[config.mk]
export PLATFORM = sky130hd
export DESIGN_NAME = wildcard_byte_pattern_scanner_top
export DESIGN_NICKNAME = d
export VERILOG_FILES = /design/src/rtl/core/wbps_pkg.sv /design/src/rtl/core/wildcard_byte_pattern_scanner_top.sv /design/src/rtl/core/wbps_cell.sv /design/src/rtl/core/wbps_out_buf.sv
export SDC_FILE = /design/constraint.sdc
export NUM_CORES = 1
export LEC_CHECK = 0
export BUFFER_PORTS_ARGS = -buffer_cell sky130_fd_sc_hd__buf_2
export CAP_MARGIN = 0
export CORE_MARGIN = 1.5
export CORE_UTILIZATION = 25
export CTS_CLUSTER_DIAMETER = 50
export DETAILED_ROUTE_END_ITERATION = 8
export GPL_TIMING_DRIVEN = 0
export PLACE_DENSITY_LB_ADDON = 0.3
export SYNTH_ARGS = -nofsm -noshare
export SYNTH_HDL_FRONTEND = slang
export SYNTH_SLANG_ARGS = --single-unit
[constraint.sdc]
create_clock -name aclk -period 9.4 [get_ports aclk]
set_clock_uncertainty 0.2 [all_clocks]
set_input_delay 0.47 -clock aclk [delete_from_list [all_inputs] [get_ports aclk]]
set_output_delay 0.47 -clock aclk [all_outputs]
set_load 0.05 [all_outputs]
[src/rtl/core/wbps_pkg.sv]
package wbps_pkg;

    // default sizes of the block
    localparam int DEF_MAX_PATTERN_BYTES = 16;
    localparam int DEF_OFFSET_BITS       = 32;

    // pattern storage: 16 bytes in registers, slots above read as literal 0x00
    localparam int PAT_SLOTS    = 32;
    localparam int LEN_W        = 5;
    localparam int MASK_W       = 16;
    localparam int LIMIT_W      = 32;
    localparam int OUT_OFFSET_W = 32;
    localparam int CFG_DATA_W   = 64;
    localparam int CFG_IDX_W    = 3;

    // configuration register indexes
    localparam logic [CFG_IDX_W-1:0] CFG_PAT_LOW  = 3'd0;
    localparam logic [CFG_IDX_W-1:0] CFG_PAT_HIGH = 3'd1;
    localparam logic [CFG_IDX_W-1:0] CFG_WILD     = 3'd2;
    localparam logic [CFG_IDX_W-1:0] CFG_LEN      = 3'd3;
    localparam logic [CFG_IDX_W-1:0] CFG_LIMIT    = 3'd4;

    typedef logic [PAT_SLOTS-1:0][7:0] pat_bytes_t;

    // one result word
    typedef struct packed {
        logic [OUT_OFFSET_W-1:0] match_offset;
        logic                    found;
        logic                    scan_done;
    } res_t;

endpackage

[src/rtl/core/wildcard_byte_pattern_scanner_top.sv]
// Wildcard byte pattern scanner. Haystack bytes stream in on s_tdata, one word per byte,
// with s_tlast on the last byte of a scan. A row of window cells holds the most recent
// bytes and each cell compares its byte against the pattern byte it lines up with, so a
// new byte is taken every cycle while the skid stage is empty, and a match word is
// written into the output buffer as the byte that completes it is taken. A result word
// carries the match start offset on m_tdata with m_tuser set, or, for a last byte without
// a match, zero with m_tuser clear; m_tlast marks the final word of a scan. The output
// holds two words (register plus skid stage), so input keeps flowing through an output
// stall until the skid stage fills. Write the configuration only while the block is idle.
module wildcard_byte_pattern_scanner_top #(
    parameter int MAX_PATTERN_BYTES = wbps_pkg::DEF_MAX_PATTERN_BYTES,
    parameter int OFFSET_BITS       = wbps_pkg::DEF_OFFSET_BITS
) (
    input  logic                             aclk,
    input  logic                             aresetn,
    // configuration write port
    input  logic                             cfg_we,
    input  logic [wbps_pkg::CFG_IDX_W-1:0]   cfg_index,
    input  logic [wbps_pkg::CFG_DATA_W-1:0]  cfg_wdata,
    // haystack in
    input  logic                             s_tvalid,
    output logic                             s_tready,
    input  logic [7:0]                       s_tdata,   // [7:0] data_byte
    input  logic                             s_tlast,   // end_of_scan
    // results out
    output logic                             m_tvalid,
    input  logic                             m_tready,
    output logic [wbps_pkg::OUT_OFFSET_W-1:0] m_tdata,  // [31:0] match_offset
    output logic                             m_tuser,   // found
    output logic                             m_tlast    // scan_done
);
    import wbps_pkg::*;

    localparam logic [OFFSET_BITS-1:0] POS_MAX = '1;

    // configuration registers
    logic [CFG_DATA_W-1:0] pat_low_reg;
    logic [CFG_DATA_W-1:0] pat_high_reg;
    logic [MASK_W-1:0]     wild_reg;
    logic [LEN_W-1:0]      len_reg;
    logic [LIMIT_W-1:0]    limit_reg;

    // scan state
    logic [OFFSET_BITS-1:0] pos_reg;
    logic [OFFSET_BITS-1:0] pos_next;
    logic [LIMIT_W-1:0]     nmatch_reg;
    logic [LIMIT_W-1:0]     nmatch_next;

    logic                          accept;
    logic                          space;
    logic                          found;
    logic [LEN_W-1:0]              len_eff;
    logic [OFFSET_BITS-1:0]        len_m1;
    logic [OFFSET_BITS-1:0]        offset;
    pat_bytes_t                    pattern;
    logic [PAT_SLOTS-1:0]          wild;
    logic [MAX_PATTERN_BYTES-1:0]  hits;
    logic [MAX_PATTERN_BYTES-1:0][7:0] win;
    res_t                          res;
    res_t                          out_res;

    assign accept   = s_tvalid && s_tready;
    assign s_tready = space;

    // configuration writes
    always_ff @(posedge aclk) begin
        if (!aresetn) begin
            pat_low_reg  <= '0;
            pat_high_reg <= '0;
            wild_reg     <= '0;
            len_reg      <= LEN_W'(1);
            limit_reg    <= '1;
        end else if (cfg_we) begin
            case (cfg_index)
                CFG_PAT_LOW:  pat_low_reg  <= cfg_wdata;
                CFG_PAT_HIGH: pat_high_reg <= cfg_wdata;
                CFG_WILD:     wild_reg     <= cfg_wdata[MASK_W-1:0];
                CFG_LEN:      len_reg      <= cfg_wdata[LEN_W-1:0];
                CFG_LIMIT:    limit_reg    <= cfg_wdata[LIMIT_W-1:0];
                default: ;
            endcase
        end
    end

    // pattern slots; the upper slots are literal zero bytes, never wild
    always_comb begin
        pattern = '0;
        for (int i = 0; i < 8; i++) begin
            pattern[i]     = pat_low_reg[8*i +: 8];
            pattern[i + 8] = pat_high_reg[8*i +: 8];
        end
        wild = PAT_SLOTS'(wild_reg);
    end

    // length clamped to the window depth
    assign len_eff = (32'(len_reg) > MAX_PATTERN_BYTES) ? LEN_W'(MAX_PATTERN_BYTES) : len_reg;

    // window cell row, newest byte enters cell 0
    for (genvar k = 0; k < MAX_PATTERN_BYTES; k++) begin : g_cell
        wbps_cell #(
            .IDX (k)
        ) u_cell (
            .aclk     (aclk),
            .shift_en (accept),
            .byte_in  ((k == 0) ? s_tdata : win[(k == 0) ? 0 : k - 1]),
            .byte_out (win[k]),
            .pattern  (pattern),
            .wild     (wild),
            .len_eff  (len_eff),
            .hit      (hits[k])
        );
    end

    // match decision and start offset
    always_comb begin
        len_m1 = OFFSET_BITS'(len_eff) - OFFSET_BITS'(1);
        offset = pos_reg - len_m1;
        found  = (len_eff != '0) && (pos_reg != POS_MAX) && (pos_reg >= len_m1)
                 && (nmatch_reg < limit_reg) && (&hits);
    end

    // position and match count for the next word
    always_comb begin
        if (s_tlast) begin
            pos_next    = '0;
            nmatch_next = '0;
        end else begin
            pos_next    = (pos_reg != POS_MAX) ? pos_reg + OFFSET_BITS'(1) : pos_reg;
            nmatch_next = found ? nmatch_reg + LIMIT_W'(1) : nmatch_reg;
        end
    end

    always_ff @(posedge aclk) begin
        if (!aresetn) begin
            pos_reg    <= '0;
            nmatch_reg <= '0;
        end else if (accept) begin
            pos_reg    <= pos_next;
            nmatch_reg <= nmatch_next;
        end
    end

    // result word
    always_comb begin
        res.match_offset = found ? OUT_OFFSET_W'(offset) : '0;
        res.found        = found;
        res.scan_done    = s_tlast;
    end

    wbps_out_buf u_out_buf (
        .aclk      (aclk),
        .aresetn   (aresetn),
        .push      (accept && (found || s_tlast)),
        .push_res  (res),
        .space     (space),
        .out_valid (m_tvalid),
        .out_res   (out_res),
        .out_ready (m_tready)
    );

    assign m_tdata = out_res.match_offset;
    assign m_tuser = out_res.found;
    assign m_tlast = out_res.scan_done;

endmodule

[src/rtl/core/wbps_cell.sv]
module wbps_cell #(
    parameter int IDX = 0
) (
    input  logic                          aclk,
    input  logic                          shift_en,
    input  logic [7:0]                    byte_in,
    output logic [7:0]                    byte_out,
    input  wbps_pkg::pat_bytes_t          pattern,
    input  logic [wbps_pkg::PAT_SLOTS-1:0] wild,
    input  logic [wbps_pkg::LEN_W-1:0]    len_eff,
    output logic                          hit
);
    import wbps_pkg::*;

    logic [7:0]       byte_reg;
    logic [LEN_W-1:0] slot;

    // window byte, moves one cell down per accepted word
    always_ff @(posedge aclk) begin
        if (shift_en) begin
            byte_reg <= byte_in;
        end
    end

    assign byte_out = byte_reg;

    // this cell holds window position IDX, which lines up with pattern byte len-1-IDX
    always_comb begin
        slot = len_eff - LEN_W'(IDX) - LEN_W'(1);
        if (32'(len_eff) <= IDX) begin
            hit = 1'b1;
        end else begin
            hit = wild[slot] || (byte_in == pattern[slot]);
        end
    end

endmodule

[src/rtl/core/wbps_out_buf.sv]
module wbps_out_buf (
    input  logic            aclk,
    input  logic            aresetn,
    input  logic            push,
    input  wbps_pkg::res_t  push_res,
    output logic            space,
    output logic            out_valid,
    output wbps_pkg::res_t  out_res,
    input  logic            out_ready
);
    import wbps_pkg::*;

    logic out_valid_reg;
    logic skid_valid_reg;
    res_t out_res_reg;
    res_t skid_res_reg;
    logic out_free;

    // output register can load when empty or being drained this cycle
    assign out_free  = !out_valid_reg || out_ready;
    assign space     = !skid_valid_reg;
    assign out_valid = out_valid_reg;
    assign out_res   = out_res_reg;

    always_ff @(posedge aclk) begin
        if (!aresetn) begin
            out_valid_reg  <= 1'b0;
            skid_valid_reg <= 1'b0;
        end else if (out_free) begin
            if (skid_valid_reg) begin
                out_valid_reg  <= 1'b1;
                skid_valid_reg <= 1'b0;
            end else begin
                out_valid_reg <= push;
            end
        end else if (push) begin
            skid_valid_reg <= 1'b1;
        end
    end

    // payload: skid word drains first, it is older
    always_ff @(posedge aclk) begin
        if (out_free) begin
            out_res_reg <= skid_valid_reg ? skid_res_reg : push_res;
        end else if (push) begin
            skid_res_reg <= push_res;
        end
    end

endmodule

==> impl_metrics.py <==
metrics = {
    "final_layout": {
        "area_growth_pct": 17.3,
        "multi_input_area_sq_um": 19600,
        "largest_register_ffs": 120,
        "final_nets": 3944,
        "seqCellArea_sq_um": 10600,
        "design_area_sq_um": 37200,
        "fill_cells": 13400,
        "drive_gt1_share_pct": 12.9,
    },
    "setup_path": {
        "cp-start-kind": "register",
        "critPathArrivalTime_ns": 9.60,
        "crit_type": "register to register",
        "ff2ff_path_depth": 22,
        "worstPathMaxFanout": 19,
        "end_kind": "register",
        "crit_required_ns": 9.55,
    },
    "clocking": {
        "cts_htree_levels": 2,
        "clk_pin_slew_ns": 0.06,
        "tritoncts": "built",
        "clk_latency_ns": 0.68,
        "cts_sinks": 435,
        "cts_buffer_depth": 3,
        "cts_buffers": 59,
        "cts-root-buf": "clkbuf_16",
        "postCtsSetupBuffers": 0,
    },
    "grt": {
        "antenna_found_initial": 8,
        "grt_pass1_wl_mm": 260,
        "grtUsageTotal_pct": 29.1,
        "grt_pass1_vias": 29700,
        "grt_overflow": 0,
        "grt_max_degree": 64,
    },
    "sta": {
        "max_slew_margin_pct": 2.64,
        "rsz0062_at_grt": "no",
        "fin_crit_ns": 9.45,
        "worstMarginPinSlew_ns": 1.42,
        "worst_slack_ns": -0.0514,
        "finalSetupViolations": 34,
        "fmax_mhz": 106,
        "post-route-period-util_pct": 101,
        "report.final.slew_viol_count": 0,
        "hold_violations": 0,
    },
    "yosys": {
        "async_flop_share_pct": 0,
        "synth_seq_cells": 435,
        "synth_edf_count": 188,
        "ys_seq_area_share_pct": 33.4,
        "synth_warnings": 0,
        "syn_avg_cell_area_sq_um": 8.96,
        "syn_inst": 3535,
        "yosysTopAreaCell": "edfxtp_1",
        "yosys_most_used_dff": "dfxtp_1",
        "synth_area_leaders": "edfxtp_1 (18%), dfxtp_1 (16%), mux2i_1 (6.4%)",
        "synth_nets": 3694,
        "yosysUniqueCellTypes": 105,
        "syn-cell-area_sq_um": 31700,
        "synth_top_area_share_pct": 17.8,
    },
    "routing": {
        "routed_wl_mm": 195,
        "vias": 32300,
        "wl_per_cell_um": 35.5,
        "dr_wl_met2_mm": 80.9,
        "dr.pass1.iters": 8,
        "met1_length_mm": 82.6,
        "wl_met3_mm": 20.9,
        "top_layer_used": "met5",
        "drtIter0Drc": 4084,
        "drtAntennaViolNets": 0,
        "drc": 0,
        "vias_per_cell": 5.89,
    },
    "worst_hold_path": {
        "hp-class": "primary input to register",
        "whs_path_depth": 3,
    },
    "placement": {
        "gp_congestion": 1.06,
        "portBuffers": 114,
        "place_ws_ns": -1.58,
        "dpl_cell_area_sq_um": 34400,
        "dpl.hpwl_mm": 155,
    },
    "die": {
        "fp-row-count": 130,
        "die-height_um": 359,
        "start_util_pct": 25.2,
        "core_area_sq_um": 126000,
        "dieArea_sq_um": 129000,
        "io_pins": 117,
        "die-width_um": 359,
    },
    "run_status": {
        "violations": "max-capacitance violations, negative setup slack",
        "status": "complete, but fails checks",
    },
    "flow_run": {
        "max_cap_viol_count": 1,
    },
    "power": {
        "peakVddDrop_mv": 0.138,
        "power_density_nw_per_um2": 144,
        "power_leakage_nw": 13.8,
    },
}
==> worst max-delay path, cell delays in order, from the launching register on <==
cell       delay [ns]
dfxtp_1          0.31
buf_2            0.36
nor2b_1          0.17
buf_2            0.44
inv_2            0.11
clkbuf_4         0.37
buf_4            0.37
ha_1             0.70
clkbuf_1         0.69
clkbuf_1         0.64
o2111ai_1        0.26
a21oi_1          0.58
a22oi_1          0.24
xor2_1           0.17
o2111ai_1        0.12
o21ai_0          0.74
nand2_1          0.09
or4_1            0.66
or4_1            0.60
buf_2            0.18
buf_2            0.24
a21oi_2          0.40
and2_4           0.40
==> per-stage QoR <==
step | cells | TNS (ns) | util [%] | total power, mW | hold slack (ns)
global placement | 5299 | -178.13 | 27.3 | 3.07 | 0.258
CTS | 5478 | 0 | 29.5 | 5.35 | 0.0649
global route | 5478 | 0 | 29.6 | 5.50 | 0.117
detailed placement | 5301 | -94.16 | 27.4 | 3.06 | 0.260
finish | 5484 | -1.16 | 29.6 | 5.36 | 0.104
floorplan | 3535 | 0 | - | 2.64 | 0.235
==> path summary, 6_finish.rpt <==
path / slack (ns) / endpoint / startpoint
hold reg to reg: 0.28 / g_cell[13].u_cell.byte_out[4] / g_cell[12].u_cell.byte_out[4]
setup reg to reg: -0.05 / u_out_buf.skid_res_reg[6] / len_reg[1]
hold / removal: 0.10 / nmatch_reg[7] / aresetn
setup / recovery: -0.05 / u_out_buf.skid_res_reg[6] / len_reg[1]
==> cell usage after synthesis, types with 57 or more instances <==
| master | number |
|---|---|
| o21ai_0 | 94 |
| nand2_1 | 541 |
| nor3_1 | 57 |
| dfxtp_1 | 247 |
| a21oi_1 | 146 |
| nand3_1 | 95 |
| a21boi_0 | 151 |
| nand4_1 | 61 |
| edfxtp_1 | 188 |
| inv_1 | 69 |
| clkbuf_1 | 164 |
| ha_1 | 77 |
| xor2_1 | 80 |
| xnor2_1 | 72 |
| buf_2 | 64 |
| nor2_1 | 183 |
| mux2i_1 | 204 |
| mux4_2 | 87 |
==> cells in the final DEF, fill, tap and decap left out, types with 25 or more instances in the layout <==
| cell | instances |
|---|---|
| clkbuf_16 | 59 |
| a211oi_1 | 48 |
| ha_1 | 77 |
| o21ai_0 | 91 |
| a21boi_0 | 151 |
| mux4_2 | 87 |
| nand3_1 | 94 |
| edfxtp_1 | 188 |
| nor3_1 | 56 |
| nand2b_1 | 47 |
| a21o_1 | 40 |
| o211ai_1 | 51 |
| xnor2_1 | 72 |
| nand4_1 | 61 |
| dfxtp_1 | 247 |
| o31ai_1 | 45 |
| a221oi_1 | 28 |
| a22oi_1 | 50 |
| mux2i_1 | 204 |
| a21oi_1 | 143 |
| nor2b_1 | 51 |
| o22ai_1 | 51 |
| buf_2 | 175 |
| clkbuf_1 | 162 |
| inv_1 | 69 |
| nand2_1 | 541 |
| dlygate4sd3_1 | 74 |
| nor2_1 | 183 |
| xor2_1 | 80 |
| and3_1 | 28 |
| o21a_1 | 25 |
==> metal layers <==
layer | up-vias | track usage [%]
li1 | 13800 | -
met1 | 16200 | 38.7
met2 | 1858 | 42.5
met3 | 446 | 9.58
met4 | 12 | 13.5
met5 | - | 0
==> logic make-up (layout without fill, tap and decap cells) <==
group,count (synthesis),in the layout,share of synthesized area [%]
compound gates,954,954,21.6
mux,315,315,13.5
simple gates,1248,1249,19.3
other cells,0,6,0
xor+xnor,153,153,4.29
fa+ha+maj,79,79,3.14
flops,435,435,33.4
buf+inv,351,643,4.77
==> final cells by class <==
cell class                      instances  area share (%)
Antenna cell                            6          0.0404
Buffer                                270            3.29
Clock buffer                           66            4.04
Clock inverter                         38            1.16
Inverter                               78           0.805
Multi-Input combinational cell       2750            52.8
Sequential cell                       435            28.5
Tap cell                             1650            5.56
Timing Repair Buffer                  191            3.75
==> timing repair <==
item	in CTS	in global routing
hold buffers	74	0
setup endpoints to repair	105	35
gates resized for setup	15	12
cloned	0	1
hold endpoints to repair	186	0
pin swaps	0	0
==> where the power goes <==
| part | switching, mW | internal, mW | leakage, nW | total, mW |
|---|---|---|---|---|
| sequential | 0.102 | 2.03 | 3.95 | 2.13 |
| combinational | 0.666 | 0.300 | 8.98 | 0.966 |
| clock | 0.951 | 1.31 | 0.920 | 2.26 |
Power figures use the tool's default switching activity.
